==> src/design/rfse_pkg.sv <==
// Shared constants, codes and types for the row FIR with mirrored edges
package rfse_pkg;

  localparam int unsigned MAX_WIDTH      = 2048;
  localparam int unsigned COL_BITS       = $clog2(MAX_WIDTH);
  localparam int unsigned CNT_BITS       = COL_BITS + 1;
  localparam int unsigned MAX_TAPS       = 16;
  localparam int unsigned TAP_BITS       = $clog2(MAX_TAPS);
  localparam int unsigned TCNT_BITS      = 5;
  localparam int unsigned ROW_WIDTH_BITS = 12;
  localparam int unsigned SAMPLE_BITS    = 16;
  localparam int unsigned COEF_BITS      = 16;
  localparam int unsigned COEF_SLOT      = 16;
  localparam int unsigned COEF_WORDS     = 4;
  localparam int unsigned WORD_SEL_BITS  = 2;
  localparam int unsigned PROD_BITS      = SAMPLE_BITS + COEF_BITS;
  localparam int unsigned ACC_BITS       = 36;
  localparam int unsigned MAX_RESULTS    = 9;
  localparam int unsigned RES_BITS       = 4;
  localparam int unsigned CFG_IDX_BITS   = 3;
  localparam int unsigned CFG_DATA_BITS  = 64;
  localparam int unsigned IN_TDATA_BITS  = 16;
  localparam int unsigned OUT_TDATA_BITS = 48;
  localparam int unsigned OUT_PAD_BITS   = OUT_TDATA_BITS - ACC_BITS - COL_BITS;

  typedef enum logic [CFG_IDX_BITS-1:0] {
    REG_TAP_COUNT = 3'd0,
    REG_ROW_WIDTH = 3'd1,
    REG_COEF_0    = 3'd2,
    REG_COEF_1    = 3'd3,
    REG_COEF_2    = 3'd4,
    REG_COEF_3    = 3'd5
  } reg_index_t;

  typedef enum logic [2:0] {
    ST_IDLE,
    ST_CHECK,
    ST_BACK,
    ST_MAC,
    ST_DRAIN
  } state_t;

  // effective (clamped) settings
  typedef struct packed {
    logic [TCNT_BITS-1:0] taps;
    logic [CNT_BITS-1:0]  width;
  } cfg_t;

  typedef struct packed {
    logic issue;
    logic clear;
  } mac_ctl_t;

endpackage

==> src/design/rfse_cfg.sv <==
// Configuration registers, clamping and coefficient selection
module rfse_cfg (
  input  logic                                      clk,
  input  logic                                      rst,
  input  logic                                      cfg_valid,
  output logic                                      cfg_ready,
  input  logic [rfse_pkg::CFG_IDX_BITS-1:0]         cfg_index,
  input  logic [rfse_pkg::CFG_DATA_BITS-1:0]        cfg_data,
  input  logic [rfse_pkg::TAP_BITS-1:0]             tap_sel,
  output rfse_pkg::cfg_t                            cfg,
  output logic signed [rfse_pkg::COEF_BITS-1:0]     coef
);
  import rfse_pkg::*;

  logic [TCNT_BITS-1:0]      tap_count;
  logic [ROW_WIDTH_BITS-1:0] row_width;
  logic [CFG_DATA_BITS-1:0]  coef_word [COEF_WORDS];
  logic [CFG_DATA_BITS-1:0]  word;

  assign cfg_ready = 1'b1;

  always_ff @(posedge clk) begin
    if (rst) begin
      tap_count <= TCNT_BITS'(13);
      row_width <= ROW_WIDTH_BITS'(1280);
      for (int i = 0; i < COEF_WORDS; i++) begin
        coef_word[i] <= '0;
      end
    end else if (cfg_valid) begin
      unique case (cfg_index)
        REG_TAP_COUNT: tap_count    <= cfg_data[TCNT_BITS-1:0];
        REG_ROW_WIDTH: row_width    <= cfg_data[ROW_WIDTH_BITS-1:0];
        REG_COEF_0:    coef_word[0] <= cfg_data;
        REG_COEF_1:    coef_word[1] <= cfg_data;
        REG_COEF_2:    coef_word[2] <= cfg_data;
        REG_COEF_3:    coef_word[3] <= cfg_data;
        default: ;
      endcase
    end
  end

  always_comb begin
    if (tap_count == '0) begin
      cfg.taps = TCNT_BITS'(1);
    end else if (tap_count > TCNT_BITS'(MAX_TAPS)) begin
      cfg.taps = TCNT_BITS'(MAX_TAPS);
    end else begin
      cfg.taps = tap_count;
    end
    if (row_width == '0) begin
      cfg.width = CNT_BITS'(1);
    end else if (row_width > ROW_WIDTH_BITS'(MAX_WIDTH)) begin
      cfg.width = CNT_BITS'(MAX_WIDTH);
    end else begin
      cfg.width = CNT_BITS'(row_width);
    end
  end

  // four 16-bit slots per word, lowest tap in the low slot
  assign word = coef_word[tap_sel[TAP_BITS-1 -: WORD_SEL_BITS]];
  assign coef = $signed(word[tap_sel[WORD_SEL_BITS-1:0] * COEF_SLOT +: COEF_BITS]);

endmodule

==> config.mk <==
export PLATFORM = sky130hd
export DESIGN_NAME = rfse_cfg
export DESIGN_NICKNAME = d
export VERILOG_FILES = /design/src/design/rfse_pkg.sv /design/src/design/rfse_cfg.sv
export SDC_FILE = /design/constraint.sdc
export NUM_CORES = 1
export LEC_CHECK = 0
export BUFFER_PORTS_ARGS = -buffer_cell sky130_fd_sc_hd__buf_2
export CAP_MARGIN = 20
export CORE_MARGIN = 2
export CORE_UTILIZATION = 55
export CTS_CLUSTER_DIAMETER = 200
export DETAILED_ROUTE_END_ITERATION = 16
export PLACE_DENSITY = 0.75
export SYNTH_ARGS = -nofsm -noshare
export SYNTH_HDL_FRONTEND = slang
export SYNTH_SLANG_ARGS = --single-unit
==> constraint.sdc <==
create_clock -name clk -period 6 [get_ports clk]
set_input_delay 1.8 -clock clk [delete_from_list [all_inputs] [get_ports clk]]
set_output_delay 1.8 -clock clk [all_outputs]
set_load 0.02 [all_outputs]
==> flow_metrics.tcl <==
set metrics [dict create \
    status "finished clean" \
    cts_buffers 28 \
    grt_overflow_total 0 \
    portBuffers 106 \
    start_kind "input port" \
    post-route-cell-area_sq_um 14000 \
    crit_arrival_ps 3580 \
    fillCellCount 1558 \
    wire_per_inst_microns 23.30 \
    reg2reg_from "row_width[11]" \
    r2r_slack_ps 5120 \
    die_w_microns 153.0 \
    remaining_drc_errors 0 \
    final_hold_viol_count 0 \
    power_w 0.004396 \
    detail_route.wirelength_microns 27560 \
    critical_path_buf_inv_count 3 \
    reg2regPathDepth 2 \
    skew_ps 0 \
    cts.htree.levels 1 \
    worst_pin_slew_ps 1039 \
    postRouteAntennaNets 0 \
    ys_warn_count 0 \
    cp.required_ps 4200 \
    slew_viol_final 0 \
    path_clk_slew_ps 60 \
    area_growth_pct 14.62 \
    leakage_nw 5.155 \
    syn_inst 784 \
    setup_viol 0 \
    worst_setup_path_end_kind "output pin" \
    drt_iter0_markers 630 \
    syn_avg_cell_area_sq_um 15.58 \
    async_flop_share_pct 0 \
    synth_area_sq_um 12220 \
    die-area_sq_um 23420 \
    ys_types 33 \
    fmax_mhz 185.7 \
    hp-class "register to register" \
    slew_headroom_pct 30.75 \
    r2r_end "row_width[11]" \
    firstDrtPassIters 5 \
    cap_violations 0 \
    hp-start "row_width[0]" \
    vias_per_cell 5.770 \
    cts_resized 0 \
    grt_first_pass_wirelength_microns 42300 \
    ir_drop_v 0.0001866 \
    first_global_vias 7120 \
    dpl.hpwl_microns 16300 \
    core_area_sq_um 21820 \
    ys_ff_latch 273 \
    layout-drive-gt1-share_pct 25.06 \
    start_util_pct 55.99 \
    row_count 54 \
    path_delay_family "buffers and inverters" \
    ys.flop_type "edfxtp_1" \
    p_per_area_nw_per_um2 313.9 \
    cts_tree "yes" \
    die_h_microns 153.0 \
    grt_start_max_net_pins 65 \
    synth_edf_count 256 \
    antenna_found_initial 4 \
    clk_latency_ps 530 \
    yosysSeqAreaShare_pct 65.70 \
    critPathSlowestCell "mux4_2" \
    place_area_sq_um 13020 \
    holdWs_ps 456.5 \
    clock-sinks 273 \
    period_minus_slack_ps 5384 \
    post-cts-setup-buffers 0 \
    nNetsFinal 954 \
    path_cells "buf_4 -> buf_12 -> mux4_2 -> a22oi_1 -> nand2_1 -> buf_2" \
    cp_slowest_stage_delay_ps 530 \
    cts-root-buf "clkbuf_16" \
    hold_depth 2 \
    critPathKind "input port to output pin" \
    path_max_fanout 22 \
    hold_buffers 0 \
    vias 6826 \
    gp_congestion 0.7644 \
    rsz0062_at_grt "false" \
    timing.final.crit_share_pct 89.73 \
    ios 108 \
    setup_tns_ps 0 \
    whs_endpoint "row_width[0]" \
    grt_util_all_layers_pct 23.72 \
    cts_buffer_depth 3 \
    syn_nets 858 \
]
through the flow:
stage	util [%]	cells	worst slack (ps)
floorplan	-	784	381.7
global placement	59.64	1129	602.8
detailed placement	59.64	1129	601.4
CTS	64.04	1181	605.4
global route	64.17	1183	521.6
finish	64.17	1183	616.1
how the worst max path moves through the flow:
stage                 startpoint               to  slack, ps  cells after the start
floorplan           cfg_index[2]  coef_word[0][0]        380                      2
global placement      tap_sel[2]          coef[6]        600                      6
detailed placement    tap_sel[2]          coef[6]        600                      6
CTS                   tap_sel[2]         coef[10]        610                      6
global route          tap_sel[2]         coef[10]        520                      6
finish                tap_sel[2]          coef[6]        620                      6
layout make-up:
class | instances | area [sq um] | area share, %
well taps | 280 | 350.3 | 2.502
clock buffers | 33 | 740.7 | 5.289
flip-flops and latches | 273 | 8028 | 57.32
inverters | 1 | 3.754 | 0.02680
diodes | 1 | 2.502 | 0.01787
multi-input cells | 454 | 3950 | 28.21
clock inverters | 19 | 219.0 | 1.563
repair buffers | 122 | 710.7 | 5.075
flip-flops by register name, summed over array words and instances (netlist names):
| signal | cells |
|---|---|
| row_width | 12 |
| coef_word | 256 |
| tap_count | 5 |
Yosys cell counts (2+ instances only):
master | count | share of area (%)
a211o_1 | 3 | 0.22
a21oi_1 | 10 | 0.41
a22oi_1 | 32 | 2.0
and2_1 | 257 | 13
buf_1 | 3 | 0.092
buf_2 | 6 | 0.25
buf_4 | 5 | 0.31
buf_6 | 4 | 0.37
clkbuf_1 | 24 | 0.74
clkbuf_2 | 14 | 0.57
dfxtp_1 | 17 | 2.8
edfxtp_1 | 256 | 63
mux2i_1 | 2 | 0.16
mux4_1 | 11 | 2.4
mux4_2 | 53 | 9.8
nand2_1 | 40 | 1.2
nand3b_1 | 3 | 0.18
nor2_1 | 9 | 0.28
nor2b_1 | 18 | 0.92
nor3_4 | 2 | 0.27
nor4_1 | 2 | 0.10
o21bai_1 | 2 | 0.12
where the power goes:
part | total [W] | internal, W | switching [W] | leakage (nW)
Sequential | 0.00224 | 0.00220 | 0.0000331 | 2.61
Clock | 0.00180 | 0.00109 | 0.000710 | 0.460
Combinational | 0.000357 | 0.000147 | 0.000210 | 2.08
worst min-delay path, stage by stage, from the launching register on:
cell and delay [ps]:
dfxtp_1 310, nand2_1 50, a21oi_1 50
routing by layer:
layer / part of all wire [%] / up-vias / global-route usage [%]
li1: - / 3090 / -
met1: 41 / 3456 / 32.65
met2: 50 / 231 / 39.37
met3: 6.6 / 43 / 5.047
met4: 1.7 / 6 / 5.511
met5: 0.13 / - / 0
kinds of logic after synthesis:
| kind of cell | count (synthesis) | share of synthesized area (%) |
|---|---|---|
| other | 1 | 0.03069 |
| flip-flops | 273 | 65.70 |
| AND/OR/NAND/NOR | 338 | 16.77 |
| multiplexers | 66 | 12.30 |
| buffers and inverters | 57 | 2.355 |
| AO/OA/AOI/OAI | 49 | 2.837 |
cell usage in the layout, fill, tap and decap left out, types with 2 or more instances in the layout:
master      instances
a22oi_1            32
clkbuf_1            4
nor4_1              2
a21oi_1            10
dfxtp_1            17
a211o_1             3
mux2i_1             2
buf_2             105
clkinvlp_4          3
mux4_2             53
nor2b_1            18
clkbuf_16          29
and2_1            257
clkinv_1            7
mux4_1             11
nor3_4              2
nand3b_1            3
buf_4              13
o21bai_4            2
edfxtp_1          256
clkinv_2            4
nor2_1              8
buf_12              3
nand2_1            40
bufinv_16           5
Note: power is estimated with default switching activity, not from simulation.
