<file path="src/design/rfse_pkg.sv">
// Shared constants, codes and types for the row FIR with mirrored edges
package rfse_pkg;

  localparam int unsigned MAX_WIDTH      = 2048;
  localparam int unsigned COL_BITS       = $clog2(MAX_WIDTH);
  localparam int unsigned CNT_BITS       = COL_BITS + 1;
  localparam int unsigned MAX_TAPS       = 16;
  localparam int unsigned TAP_BITS       = $clog2(MAX_TAPS);
  localparam int unsigned TCNT_BITS      = 5;
  localparam int unsigned ROW_WIDTH_BITS = 12;
  localparam int unsigned SAMPLE_BITS    = 16;
  localparam int unsigned COEF_BITS      = 16;
  localparam int unsigned COEF_SLOT      = 16;
  localparam int unsigned COEF_WORDS     = 4;
  localparam int unsigned WORD_SEL_BITS  = 2;
  localparam int unsigned PROD_BITS      = SAMPLE_BITS + COEF_BITS;
  localparam int unsigned ACC_BITS       = 36;
  localparam int unsigned MAX_RESULTS    = 9;
  localparam int unsigned RES_BITS       = 4;
  localparam int unsigned CFG_IDX_BITS   = 3;
  localparam int unsigned CFG_DATA_BITS  = 64;
  localparam int unsigned IN_TDATA_BITS  = 16;
  localparam int unsigned OUT_TDATA_BITS = 48;
  localparam int unsigned OUT_PAD_BITS   = OUT_TDATA_BITS - ACC_BITS - COL_BITS;

  typedef enum logic [CFG_IDX_BITS-1:0] {
    REG_TAP_COUNT = 3'd0,
    REG_ROW_WIDTH = 3'd1,
    REG_COEF_0    = 3'd2,
    REG_COEF_1    = 3'd3,
    REG_COEF_2    = 3'd4,
    REG_COEF_3    = 3'd5
  } reg_index_t;

  typedef enum logic [2:0] {
    ST_IDLE,
    ST_CHECK,
    ST_BACK,
    ST_MAC,
    ST_DRAIN
  } state_t;

  // effective (clamped) settings
  typedef struct packed {
    logic [TCNT_BITS-1:0] taps;
    logic [CNT_BITS-1:0]  width;
  } cfg_t;

  typedef struct packed {
    logic issue;
    logic clear;
  } mac_ctl_t;

endpackage

</file>
<file path="src/design/rfse_mac.sv">
// Shared multiply-accumulate: registered coefficient, product and sum
module rfse_mac (
  input  logic                                      clk,
  input  logic                                      rst,
  input  rfse_pkg::mac_ctl_t                        ctl,
  input  logic signed [rfse_pkg::COEF_BITS-1:0]     coef,
  input  logic signed [rfse_pkg::SAMPLE_BITS-1:0]   sample,
  output logic                                      busy,
  output logic signed [rfse_pkg::ACC_BITS-1:0]      acc
);
  import rfse_pkg::*;

  logic                         data_v;
  logic                         prod_v;
  logic signed [COEF_BITS-1:0]  coef_q;
  logic signed [PROD_BITS-1:0]  prod;

  // sample arrives from the store in the cycle after issue, beside coef_q
  always_ff @(posedge clk) begin
    if (rst) begin
      data_v <= 1'b0;
      prod_v <= 1'b0;
    end else begin
      data_v <= ctl.issue;
      prod_v <= data_v;
    end
  end

  always_ff @(posedge clk) begin
    coef_q <= coef;
    if (data_v) begin
      prod <= PROD_BITS'(sample * coef_q);
    end
    if (ctl.clear) begin
      acc <= '0;
    end else if (prod_v) begin
      acc <= acc + {{(ACC_BITS - PROD_BITS){prod[PROD_BITS-1]}}, prod};
    end
  end

  assign busy = data_v | prod_v;

endmodule

</file>
<file path="config.mk">
export PLATFORM = sky130hd
export DESIGN_NAME = rfse_mac
export DESIGN_NICKNAME = d
export VERILOG_FILES = /design/src/design/rfse_pkg.sv /design/src/design/rfse_mac.sv
export SDC_FILE = /design/constraint.sdc
export NUM_CORES = 1
export LEC_CHECK = 0
export ABC_AREA = 1
export BUFFER_PORTS_ARGS = -buffer_cell sky130_fd_sc_hd__buf_2
export CORE_MARGIN = 2
export CORE_UTILIZATION = 65
export CTS_CLUSTER_SIZE = 8
export DETAILED_ROUTE_END_ITERATION = 8
export GPL_ROUTABILITY_DRIVEN = 0
export PLACE_DENSITY = 0.81
export SYNTH_ARGS = -nofsm -noshare
export SYNTH_HDL_FRONTEND = slang
export SYNTH_SLANG_ARGS = --single-unit
</file>
<file path="constraint.sdc">
create_clock -name clk -period 7.2 [get_ports clk]
set_input_delay 0.72 -clock clk [delete_from_list [all_inputs] [get_ports clk]]
set_output_delay 0.72 -clock clk [all_outputs]
set_load 0.03 [all_outputs]
</file>
==> out/results.ini, run 1 <==
[run_status]
outcome=completed

[worst_setup_path]
cp-start-kind=flop
cp-end-kind=flop
critPathArrivalTime_ns=6.52
cp_top_family=adder cells
path_buf_inv=3
critical_path_depth=16
cp_slowest_cell=fa_1
rr_worst_depth=16
crit_path_end=prod[28]
crit_path_start=coef_q[1]
timing.critical_path.mode_cell=fa_1
ff2ff_setup_slack_ns=0.78
cp.required_ns=7.30
reg2reg_from=coef_q[1]
cp_max_fo=11
worst_r2r_endpoint=prod[28]
slowest_delay_ns=0.79
worstPathCellList=nand2_1 > inv_1 > fa_1 > fa_1 > inv_1 > fa_1 > fa_1 > inv_1 > fa_1 > fa_1 > ha_1 > nand2_1 > nor4_1 > nand3_1 > nand4_1 > xor2_1
critical_path_class=flop to flop

[placement]
dp_hpwl_um=31200
place_area_mm2=0.0161
pre_cts_ws_ns=0.651
portBuffers=72

[floorplanning]
rows=56
core_area_mm2=0.0235
fp.dieH_um=159
die_w_um=159
ios=73
die_area_mm2=0.0251
initial_core_util_pct=66.1

[cts]
cts_tree=built
cts-hold-fix-buffers=0
clk_pin_slew_ns=0.08
cts_resized=0
insertion_delay_ns=0.36
cts.sinks=86
cts_setup_buffers=0
htree_levels=3
clockBufferDepth=2
cts-root-buf=clkbuf_16
cts_buffers=9

[global_route]
grt_pass1_wl_um=63700
track_usage_pct=32.3
antenna_found_initial=0
grt_max_degree=53
grt-ovfl-total=0
grt_pass1_vias=13804

[sta]
tns_ns=0
max_freq_mhz=156
rsz0062_at_grt=false
drv_slew=0
period_share_pct=89.1
tightest_slew_ns=0.781
timing_hold_violations_final=0
clock_skew_ns=0.0108
slew_headroom_pct=47.9
period_needed_ns=6.42
setup_slack_ns=0.782
finalSetupViolCount=0

[routing]
final_antenna_net_count=0
totalWireLength_um=37600
drt-wirelength-per-cell_um=15.6
firstDrtPassIters=7
drt_iter0_drc=883
dr_total_vias=13048
drc_errors=0
viasPerCell=5.43

[yosys]
synth_edf_count=32
ys_warn_count=0
ys_seq_area_share_pct=13.2
avgSynthCellArea_um2=7.55
synthCells=2057
synth_fp_nets=2473
syn-cell-area_mm2=0.0155
synth_ff_type=dfxtp_1
synthArstFlopShare_pct=0
ys_ff_latch=86
ys_types=42

[run]
drv_cap=0

[final_layout]
nets=2496
final_area_mm2=0.0164
num-fill-cells=1916
drive_above_1_share_pct=5.56
diodes=0
fin_util_pct=69.8
syn2layout_area_growth_pct=5.47

[min_path]
hp-class=primary input to flop

worst min path at each step:
stage / cells after the start / slack [ns] / start / to
floorplan: 2 / 0.60 / acc[0] / acc[0]
global placement: 2 / 0.47 / acc[0] / acc[0]
detailed placement: 2 / 0.49 / acc[0] / acc[0]
CTS: 1 / 0.45 / coef[11] / coef_q[11]
global route: 1 / 0.45 / coef[11] / coef_q[11]
finish: 1 / 0.46 / coef[11] / coef_q[11]
cell type report:
cell class | count | area, um2 | area share, %
Clock buffer | 9 | 225 | 1.38
Tap cell | 319 | 399 | 2.44
Clock inverter | 7 | 76.3 | 0.466
Sequential cell | 86 | 2040 | 12.5
Timing Repair Buffer | 80 | 420 | 2.57
Inverter | 567 | 2130 | 13.0
Multi-Input combinational cell | 1336 | 11100 | 67.7
layer usage:
layer  vias to the layer above  track usage [%]  wire length (um)
met5                         -                0                 0
met4                         0             14.1              1630
met3                       136             3.76              2800
met2                       610             57.5             18500
met1                      6240             39.7             14600
li1                       6062                -                 -
synthesized netlist by cell type, types with 4 or more instances:
library cell | instances | area, um2
inv_1 | 567 | 2130
nand2_1 | 471 | 1770
fa_1 | 263 | 5270
nor2_1 | 168 | 631
ha_1 | 117 | 1460
a21oi_1 | 77 | 385
clkbuf_1 | 64 | 240
dfxtp_1 | 54 | 1080
nand3_1 | 53 | 265
o21ai_0 | 51 | 255
xor2_1 | 33 | 289
edfxtp_1 | 32 | 961
xnor2_1 | 20 | 175
nand4_1 | 14 | 87.6
o21bai_1 | 10 | 75.1
a21o_1 | 8 | 60.1
or2_2 | 7 | 43.8
a21boi_0 | 5 | 37.5
nor3_1 | 5 | 25.0
o21ai_1 | 5 | 25.0
nor4_1 | 4 | 25.0
per-stage QoR:
| stage | instances | hold slack [ns] |
|---|---|---|
| 2_1_floorplan | 2057 | 0.603 |
| 3_3_place_gp | 2388 | 0.470 |
| 3_5_place_dp | 2388 | 0.487 |
| 4_1_cts | 2404 | 0.454 |
| 5_1_grt | 2404 | 0.454 |
| 6_report | 2404 | 0.459 |
registers in the layout, summed over array words and instances, names as in the netlist:
signal / cells
data_v: 1
prod_v: 1
coef_q: 16
prod: 32
acc: 36
layout by cell type, fill, tap and decap left out, drive strengths merged, types with 10 or more instances in the layout:
master and count:
a21oi 79, buf 80, ha 117, nor2 172
nand4 14, fa 263, o21bai 10, xnor2 20
xor2 33, nand3 54, o21ai 57, nand2 473
inv 571, dfxtp 54, edfxtp 32
cell families (layout without fill, tap and decap cells):
logic type,Yosys count,after routing,synth area share (%)
AOI/OAI and AO/OA,168,168,6.04
adders and majority gates,380,380,43.3
and+or+nand+nor,735,735,19.0
DFF,86,86,13.2
buffers and inverters,635,663,15.5
xor gates and xnor gates,53,53,2.99
Power of run 1 is not shown: default switching activity piles up to over one toggle a cycle in this logic, so the estimate is an artifact.
==> run 2: changes to the inputs <==
- ABC_AREA: 1 -> 0
- CORE_UTILIZATION: 65 -> 70
- CTS_BUF_LIST: default -> sky130_fd_sc_hd__clkbuf_8 sky130_fd_sc_hd__clkbuf_16
- PLACE_DENSITY: 0.81 -> 0.86
- clock period: 7.2 -> 8.3 ns (I/O delays scaled with it)
==> out/results.ini, run 2 <==
[run_status]
outcome=completed

[worst_setup_path]
cp-end-kind=flop
cp_max_fo=16
worstPathCellList=nand2_1 > fa_1 > fa_1 > fa_1 > fa_1 > inv_1 > fa_1 > inv_1 > fa_1 > inv_1 > ha_1 > a21o_1 > a21oi_1 > o21ai_0 > a32oi_1 > a211oi_1 > a211oi_1 > nor2_1 > o41ai_1 > xnor2_1
timing.critical_path.mode_cell=fa_1
rr_worst_depth=20
cp-start-kind=flop
path_buf_inv=3
critPathArrivalTime_ns=6.72
critical_path_depth=20
ff2ff_setup_slack_ns=1.68
cp_slowest_cell=dfxtp_1
slowest_delay_ns=0.76
critical_path_class=flop to flop
cp_top_family=adder cells
cp.required_ns=8.40

[sta]
clock_skew_ns=0.0172
tns_ns=0
tightest_slew_ns=0.814
rsz0062_at_grt=false
max_freq_mhz=151
timing_hold_violations_final=0
period_share_pct=79.8
whs_ns=0.496
period_needed_ns=6.62
drv_slew=0
slew_headroom_pct=45.7
finalSetupViolCount=0

[routing]
final_antenna_net_count=0
drt-wirelength-per-cell_um=18.0
firstDrtPassIters=5
dr_total_vias=10678
viasPerCell=5.82
drc_errors=0
totalWireLength_um=33000
drt_iter0_drc=761

[final_layout]
drive_above_1_share_pct=6.84
syn2layout_area_growth_pct=5.81
num-fill-cells=1342
multi_input_area_mm2=0.0108
largest_reg_flops=36
nets=1976
regMostFlops=acc
final_common_cell=inv_1
seq_area_mm2=0.00204
top_regs=acc x36, prod x32, coef_q x16
diodes=0
final_cell_mix=inv_1 (324), fa_1 (263), nand2_1 (142)

[yosys]
syn-cell-area_mm2=0.0143
yosys-top-cells-area=fa_1 (37%), ha_1 (10%), inv_1 (8.5%)
synth_commonest_cells=inv_1 (324), fa_1 (263), nand2_1 (142)
synth_fp_nets=1937
ys_warn_count=0
avgSynthCellArea_um2=9.39
ys_ff_latch=86
synthArstFlopShare_pct=0
synth.top_cell.area_share_pct=36.9
synth_ff_type=dfxtp_1
yosysMostFrequentCell=inv_1
synth_edf_count=32
ys_seq_area_share_pct=14.3
ys_types=71
synthCells=1521
yosys.area.top_type=fa_1

[cts]
clk_pin_slew_ns=0.07
htree_levels=3
clockBufferDepth=2
cts-root-buf=clkbuf_16
cts_buffers=9
cts.sinks=86
cts_setup_buffers=0
cts-hold-fix-buffers=0
insertion_delay_ns=0.36
cts_resized=0
cts_tree=built

[global_route]
track_usage_pct=32.0
antenna_found_initial=0
grt_pass1_wl_um=54600
grt-ovfl-total=0
grt_pass1_vias=11412
grt_max_degree=52

[min_path]
hp-class=flop to flop
holdPathStages=2

[floorplanning]
die_area_mm2=0.0216
ios=73
die_w_um=147
rows=52
initial_core_util_pct=71.0
core_area_mm2=0.0201
fp.dieH_um=147

[run]
drv_cap=0

[placement]
dp_hpwl_um=26700
portBuffers=72

run 2: per-stage QoR:
step / instance area (um2) / util, % / worst slack (ns) / cells
after global placement: 14800 / 73.7 / 1.58 / 1819
final: 15100 / 75.2 / 1.68 / 1835
after floorplan: 14300 / - / 1.92 / 1521
after detailed placement: 14800 / 73.7 / 1.37 / 1819
after global routing: 15100 / 75.2 / 1.31 / 1835
after CTS: 15100 / 75.2 / 1.69 / 1835
run 2: cell type report:
cell class                 count  share of cell area, %
clock buffer                   9                   1.49
clock inverter                 7                  0.505
inverter                     324                   8.05
multi-input combinational   1065                   71.7
sequential                    86                   13.5
tap                          270                   2.24
timing repair buffer          74                   2.48
run 2: path summary, 6_finish.rpt:
| path | start | to |
|---|---|---|
| hold / removal | acc[26] | acc[26] |
| setup reg to reg | coef_q[2] | prod[26] |
| setup / recovery | coef_q[2] | prod[26] |
| hold reg to reg | acc[26] | acc[26] |
run 2: worst reg2reg max path, delay by kind of cell, from the launching register on:
family	cells	cell delay [ns]
AO/OA/AOI/OAI	7	1.69
XOR/XNOR	1	0.10
adder cells (fa/ha/maj)	7	3.41
buffers and inverters	3	0.14
flip-flops	1	0.76
AND/OR/NAND/NOR	2	0.27
run 2: cell families (layout without fill, tap and decap cells):
kind of cell             after synthesis  count (layout)  synth area share (%)
AND/OR/NAND/NOR                      432             432                  15.3
adder cells (fa/ha/maj)              380             380                  47.1
buffers and inverters                370             414                  9.82
multiplexers                          18              18                  1.30
XOR/XNOR                              59              59                  3.62
flip-flops                            86              86                  14.3
AO/OA/AOI/OAI                        176             176                  8.53
run 2: routing by layer:
metal	routed length, um	up-vias	GRT usage [%]
li1	-	4811	-
met3	1720	115	3.76
met4	1520	0	15.8
met2	17500	411	57.6
met1	12300	5341	38.3
met5	0	-	0
Power of run 2 is left out for the same reason.
