[src/design/rfse_pkg.sv]
// Shared constants, codes and types for the row FIR with mirrored edges
package rfse_pkg;

  localparam int unsigned MAX_WIDTH      = 2048;
  localparam int unsigned COL_BITS       = $clog2(MAX_WIDTH);
  localparam int unsigned CNT_BITS       = COL_BITS + 1;
  localparam int unsigned MAX_TAPS       = 16;
  localparam int unsigned TAP_BITS       = $clog2(MAX_TAPS);
  localparam int unsigned TCNT_BITS      = 5;
  localparam int unsigned ROW_WIDTH_BITS = 12;
  localparam int unsigned SAMPLE_BITS    = 16;
  localparam int unsigned COEF_BITS      = 16;
  localparam int unsigned COEF_SLOT      = 16;
  localparam int unsigned COEF_WORDS     = 4;
  localparam int unsigned WORD_SEL_BITS  = 2;
  localparam int unsigned PROD_BITS      = SAMPLE_BITS + COEF_BITS;
  localparam int unsigned ACC_BITS       = 36;
  localparam int unsigned MAX_RESULTS    = 9;
  localparam int unsigned RES_BITS       = 4;
  localparam int unsigned CFG_IDX_BITS   = 3;
  localparam int unsigned CFG_DATA_BITS  = 64;
  localparam int unsigned IN_TDATA_BITS  = 16;
  localparam int unsigned OUT_TDATA_BITS = 48;
  localparam int unsigned OUT_PAD_BITS   = OUT_TDATA_BITS - ACC_BITS - COL_BITS;

  typedef enum logic [CFG_IDX_BITS-1:0] {
    REG_TAP_COUNT = 3'd0,
    REG_ROW_WIDTH = 3'd1,
    REG_COEF_0    = 3'd2,
    REG_COEF_1    = 3'd3,
    REG_COEF_2    = 3'd4,
    REG_COEF_3    = 3'd5
  } reg_index_t;

  typedef enum logic [2:0] {
    ST_IDLE,
    ST_CHECK,
    ST_BACK,
    ST_MAC,
    ST_DRAIN
  } state_t;

  // effective (clamped) settings
  typedef struct packed {
    logic [TCNT_BITS-1:0] taps;
    logic [CNT_BITS-1:0]  width;
  } cfg_t;

  typedef struct packed {
    logic issue;
    logic clear;
  } mac_ctl_t;

endpackage

[src/design/rfse_ctrl.sv]
// Sequencer: row counters, mirrored index walk, tap loop and result register
module rfse_ctrl (
  input  logic                                      clk,
  input  logic                                      rst,
  input  logic                                      s_tvalid,
  output logic                                      s_tready,
  input  logic signed [rfse_pkg::SAMPLE_BITS-1:0]   pixel,
  input  rfse_pkg::cfg_t                            cfg,
  output logic [rfse_pkg::TAP_BITS-1:0]             tap_sel,
  output rfse_pkg::mac_ctl_t                        mac_ctl,
  input  logic                                      mac_busy,
  input  logic signed [rfse_pkg::ACC_BITS-1:0]      acc,
  output logic                                      ram_we,
  output logic [rfse_pkg::COL_BITS-1:0]             ram_waddr,
  output logic [rfse_pkg::SAMPLE_BITS-1:0]          ram_wdata,
  output logic [rfse_pkg::COL_BITS-1:0]             ram_raddr,
  output logic                                      m_tvalid,
  input  logic                                      m_tready,
  output logic signed [rfse_pkg::ACC_BITS-1:0]      filtered,
  output logic [rfse_pkg::COL_BITS-1:0]             column,
  output logic                                      last_of_run
);
  import rfse_pkg::*;

  state_t                state, state_next;
  logic [CNT_BITS-1:0]   ic, ic_next;
  logic [CNT_BITS-1:0]   oc, oc_next;
  logic                  row_end, row_end_next;
  logic [RES_BITS-1:0]   cnt, cnt_next;
  logic [COL_BITS-1:0]   p, p_next;
  logic                  dir, dir_next;
  logic [TAP_BITS-1:0]   step_cnt, step_cnt_next;
  logic                  out_valid, out_valid_next;
  logic                  load;

  logic [TCNT_BITS-1:0]  off;
  logic [TCNT_BITS-1:0]  lead;
  logic [COL_BITS-1:0]   wm1;
  logic [CNT_BITS-1:0]   ic_inc;
  logic [CNT_BITS-1:0]   oc_inc;
  logic [RES_BITS-1:0]   cnt_inc;
  logic [CNT_BITS:0]     reach_now;
  logic [CNT_BITS:0]     reach_next;
  logic                  due_now;
  logic                  due_next;
  logic [COL_BITS-1:0]   fwd_p, back_p;
  logic                  fwd_dir, back_dir;

  assign off     = (cfg.taps - TCNT_BITS'(1)) >> 1;
  assign lead    = cfg.taps - off;
  assign wm1     = COL_BITS'(cfg.width - CNT_BITS'(1));
  assign ic_inc  = ic + CNT_BITS'(1);
  assign oc_inc  = oc + CNT_BITS'(1);
  assign cnt_inc = cnt + RES_BITS'(1);

  // a column is due once its rightmost tap has arrived, or at row end
  assign reach_now  = {1'b0, oc} + (CNT_BITS + 1)'(lead);
  assign reach_next = {1'b0, oc_inc} + (CNT_BITS + 1)'(lead);
  assign due_now  = (cnt < RES_BITS'(MAX_RESULTS)) && (oc < cfg.width) &&
                    (row_end || reach_now <= {1'b0, ic});
  assign due_next = (cnt_inc < RES_BITS'(MAX_RESULTS)) && (oc_inc < cfg.width) &&
                    (row_end || reach_next <= {1'b0, ic});

  // mirrored walk, edge sample repeated; dir high = index rising going right
  always_comb begin
    if (dir) begin
      fwd_p    = (p == wm1) ? p : p + COL_BITS'(1);
      fwd_dir  = (p != wm1);
      back_p   = (p == '0) ? p : p - COL_BITS'(1);
      back_dir = (p != '0);
    end else begin
      fwd_p    = (p == '0) ? p : p - COL_BITS'(1);
      fwd_dir  = (p == '0);
      back_p   = (p == wm1) ? p : p + COL_BITS'(1);
      back_dir = (p == wm1);
    end
  end

  always_ff @(posedge clk) begin
    if (rst) begin
      state     <= ST_IDLE;
      ic        <= '0;
      oc        <= '0;
      row_end   <= 1'b0;
      cnt       <= '0;
      out_valid <= 1'b0;
    end else begin
      state     <= state_next;
      ic        <= ic_next;
      oc        <= oc_next;
      row_end   <= row_end_next;
      cnt       <= cnt_next;
      out_valid <= out_valid_next;
    end
  end

  always_ff @(posedge clk) begin
    p        <= p_next;
    dir      <= dir_next;
    step_cnt <= step_cnt_next;
    if (load) begin
      filtered    <= acc;
      column      <= oc[COL_BITS-1:0];
      last_of_run <= !due_next;
    end
  end

  always_comb begin
    state_next    = state;
    ic_next       = ic;
    oc_next       = oc;
    row_end_next  = row_end;
    cnt_next      = cnt;
    p_next        = p;
    dir_next      = dir;
    step_cnt_next = step_cnt;
    load          = 1'b0;
    mac_ctl       = '0;
    ram_we        = 1'b0;
    ram_waddr     = ic[COL_BITS-1:0];
    ram_wdata     = pixel;
    ram_raddr     = p;
    tap_sel       = step_cnt;
    s_tready      = (state == ST_IDLE);

    unique case (state)
      ST_IDLE: begin
        if (s_tvalid) begin
          ram_we       = 1'b1;
          ic_next      = ic_inc;
          row_end_next = (ic_inc >= cfg.width);
          cnt_next     = '0;
          state_next   = ST_CHECK;
        end
      end
      ST_CHECK: begin
        if (due_now) begin
          mac_ctl.clear = 1'b1;
          p_next        = oc[COL_BITS-1:0];
          dir_next      = 1'b1;
          if (off != '0) begin
            step_cnt_next = TAP_BITS'(off - TCNT_BITS'(1));
            state_next    = ST_BACK;
          end else begin
            step_cnt_next = TAP_BITS'(cfg.taps - TCNT_BITS'(1));
            state_next    = ST_MAC;
          end
        end else begin
          if (row_end) begin
            ic_next = '0;
            oc_next = '0;
          end
          state_next = ST_IDLE;
        end
      end
      ST_BACK: begin
        // walk left to the column's first tap
        p_next   = back_p;
        dir_next = back_dir;
        if (step_cnt == '0) begin
          step_cnt_next = TAP_BITS'(cfg.taps - TCNT_BITS'(1));
          state_next    = ST_MAC;
        end else begin
          step_cnt_next = step_cnt - TAP_BITS'(1);
        end
      end
      ST_MAC: begin
        // taps read left to right against coefficients high to low
        mac_ctl.issue = 1'b1;
        p_next        = fwd_p;
        dir_next      = fwd_dir;
        if (step_cnt == '0) begin
          state_next = ST_DRAIN;
        end else begin
          step_cnt_next = step_cnt - TAP_BITS'(1);
        end
      end
      ST_DRAIN: begin
        if (!mac_busy && (!out_valid || m_tready)) begin
          load     = 1'b1;
          oc_next  = oc_inc;
          cnt_next = cnt_inc;
          if (due_next) begin
            state_next = ST_CHECK;
          end else begin
            if (row_end) begin
              ic_next = '0;
              oc_next = '0;
            end
            state_next = ST_IDLE;
          end
        end
      end
      default: state_next = ST_IDLE;
    endcase
  end

  assign out_valid_next = load ? 1'b1 : (m_tready ? 1'b0 : out_valid);
  assign m_tvalid       = out_valid;

endmodule

[config.mk]
export PLATFORM = sky130hd
export DESIGN_NAME = rfse_ctrl
export DESIGN_NICKNAME = d
export VERILOG_FILES = /design/src/design/rfse_pkg.sv /design/src/design/rfse_ctrl.sv
export SDC_FILE = /design/constraint.sdc
export NUM_CORES = 1
export LEC_CHECK = 0
export ABC_CLOCK_PERIOD_IN_PS = 9800
export BUFFER_PORTS_ARGS = -buffer_cell sky130_fd_sc_hd__buf_2
export CAP_MARGIN = 30
export CORE_MARGIN = 4
export CORE_UTILIZATION = 40
export DETAILED_ROUTE_END_ITERATION = 10
export GPL_TIMING_DRIVEN = 1
export HOLD_SLACK_MARGIN = 0.03
export PLACE_DENSITY = 0.69
export SYNTH_ARGS = -nofsm -noshare
export SYNTH_HDL_FRONTEND = slang
export SYNTH_SLANG_ARGS = --single-unit
[constraint.sdc]
create_clock -name clk -period 9.8 [get_ports clk]
set_input_delay 1.96 -clock clk [delete_from_list [all_inputs] [get_ports clk]]
set_output_delay 1.96 -clock clk [all_outputs]
set_load 0.02 [all_outputs]
==> qor.csv <==
stage,metric,value,unit
timing,fmax,0.115,GHz
cells_and_area,layout.nets,1097,
power,p_leak,3.54,nW
clocking,cts_tree,yes,
yosys,synth_ff_type,edfxtp_1,
floorplan,dieArea,21400,um2
critical_path,slowest_delay,550,ps
floorplan,rows,50,
timing,drv_slew,0,
timing,final-hold-violation-count,0,
timing,finalCritPeriodShare,0.885,
clocking,cts_setup_buffers,0,
grt,grt_pass1_vias,6378,
yosys,synth_top_area_frac,0.251,
yosys,synth_area_leaders,"edfxtp_1 (25%), ha_1 (14%), dfxtp_1 (8.6%), xnor2_1 (5.0%), a21oi_1 (4.2%)",
yosys,synthTopCellsByCount,"ha_1 (84), a21oi_1 (64), edfxtp_1 (64), nor2_1 (62), inv_1 (55)",
critical_path,crit_path_end_kind,output port,
clocking,clk_pin_slew,70,ps
grt,antenna_found_initial,1,
cells_and_area,syn_to_final_growth,13.1,%
route,vias,6754,
grt,grt_util_all_layers,0.199,
hold_path,hold_class,flip-flop to flip-flop,
clocking,cts_made_buffers,9,
clocking,clk_path_buf_depth,2,
yosys,synth_edf_count,64,
critical_path,critPathKind,primary input to output port,
yosys,netlist_instances,847,
power,p_total,1.43,mW
critical_path,cpMaxStageDelayCell,or4_1,
route,drc,0,
route,wl_per_cell,18.5,um
place,post-dp-hpwl,16800,um
floorplan,die_w,146,um
floorplan,die_h,146,um
yosys,synth_nets,1008,
floorplan,start_util,0.408,
route,dr.pass1.iters,5,
outcome,status,completed,
yosys,synth_most_common_cell,ha_1,
yosys,synthArstFlopShare,0,
yosys,synth_cell_types,72,
place,place_congestion,0.944,
yosys,ys_warn_count,0,
yosys,synth_area,7660,um2
critical_path,worstPathArrival,6710,ps
yosys,ys_seq_area_frac,0.337,
timing,slew-limit-headroom,0.306,
route,wirelength,21700,um
timing,fin_worst_skew,14.6,ps
yosys,synth_seq_cells,97,
floorplan,core_area,18800,um2
power,power_density,165,nW/um2
clocking,cts_resized,0,
grt,grt_first_pass_wirelength,34400,um
cells_and_area,insertedDiodeCount,0,
timing,worstMarginPinSlew,1030,ps
critical_path,crit_fanout,7,
grt,grt_max_degree,46,
timing,setup_violations,0,
power,ir_worst_vdd,0.112,mV
timing,finalCriticalPeriod,8670,ps
cells_and_area,layoutNonFillerInstCount,1175,
yosys,synth_area_per_cell,9.04,um2
timing,rsz0062_at_grt,false,
cells_and_area,drive_gt1_frac,0.179,
critical_path,crit_path_start_kind,primary input,
job,cap_viol_max_count,0,
floorplan,io_pins,169,
clocking,htree_levels,3,
clocking,cts_root_buf,clkbuf_16,
timing,setup_tns,0,ps
place,place_inst,1159,
clocking,clk_latency,360,ps
place,portBuffers,136,
critical_path,path_cells,"buf_2, inv_1, ha_1, nand2_1, nand2_1, xor2_1, xnor2_1, o22ai_1, a21oi_1, xor2_1, ha_1, o21a_1, o31a_1, nor2_1, nor2_1, xor2_1, ha_1, and4_1, a221oi_1, a21oi_1, or4_1, nor2_1, buf_2",
clocking,clock_sinks,97,
yosys,yosys.area.top_type,edfxtp_1,
route,drt_iter0_markers,658,
clocking,cts_hold_buf,0,
cells_and_area,fin_util,0.462,
route,vias_per_cell,5.75,
grt,grt_overflow,0,
critical_path,cp_data_required_time,7840,ps
route,ant_nets,0,
==> per-layer routing <==
| metal | vias to the layer above | global-route usage | wire [um] |
|---|---|---|---|
| met4 | 2 | 0.0781 | 598 |
| met2 | 314 | 0.318 | 9720 |
| met1 | 3099 | 0.265 | 9510 |
| met5 | - | 0 | 13 |
| li1 | 3287 | - | - |
| met3 | 52 | 0.0403 | 1880 |
==> report_power, final <==
group          leakage (nW)  internal, mW  total, mW  switching [mW]
logic                  2.53         0.172      0.472           0.299
clock network         0.170         0.244      0.403           0.159
registers             0.844         0.479      0.554          0.0747
==> critical path: cells and delay by family <==
kind                       cells  cell delay (ps)
and+or+nand+nor                7             1390
xor gates and xnor gates       4             1070
AOI/OAI and AO/OA              6              980
adders and majority gates      3              830
buffers and inverters          3              490
==> through the flow <==
step	hold slack (ps)	setup slack, ps	cell area, um2
6_report	496	1130	8660
5_1_grt	534	680	8660
4_1_cts	490	1070	8660
3_5_place_dp	477	1110	8320
3_3_place_gp	473	1190	8310
2_1_floorplan	429	1560	7660
==> cells by family (layout without fill, tap and decap cells) <==
logic type                 after synthesis  count (layout)  share of synthesized area
DFF                                     97              97                      0.337
xor gates and xnor gates                66              66                     0.0755
adders and majority gates               87              87                      0.145
buffers and inverters                  117             211                     0.0719
muxes                                    1               1                    0.00131
and+or+nand+nor                        285             285                      0.195
AOI/OAI and AO/OA                      194             194                      0.174
==> cell usage in the layout (no fill, tap or decap), types with 8 or more instances in the layout <==
cell type and n:
a21oi_1 64, nor2_1 62, a211oi_1 9, nand2b_1 21, a311oi_1 9, or4_1 8
buf_2 136, nand3_1 35, nor2b_1 10, and3_1 13, ha_1 84, edfxtp_1 64
o21ai_0 25, nor4_1 9, nand2_1 48, clkbuf_16 11, nand4_1 12, inv_1 54
dfxtp_1 33, xnor2_1 44, xor2_1 22, nor3_1 33, a21o_1 10
==> sequential cells by signal, indices dropped and copies added (netlist names) <==
signal / flops
filtered: 36
ic: 12
oc: 12
column: 11
ram_raddr: 11
cnt: 4
tap_sel: 4
state: 3
dir: 1
last_of_run: 1
m_tvalid: 1
row_end: 1
==> final cells by class <==
type | count | area [um2]
sequential | 97 | 2580
clock buffer | 14 | 307
multi-input combinational | 633 | 4530
fill | 1797 | 10100
inverter | 55 | 206
clock inverter | 2 | 38.8
tap | 234 | 293
timing repair buffer | 140 | 711
==> path summary, 6_finish.rpt <==
path / start / endpoint / slack, ps / depth (start not counted)
setup / recovery: cfg[13] / mac_ctl[0] / 1130 / 23
hold / removal: cnt[1] / cnt[1] / 500 / 2
setup reg to reg: oc[0] / ic[6] / 4710 / 16
hold reg to reg: cnt[1] / cnt[1] / 500 / 2
Note: power is estimated with default switching activity, not from simulation.
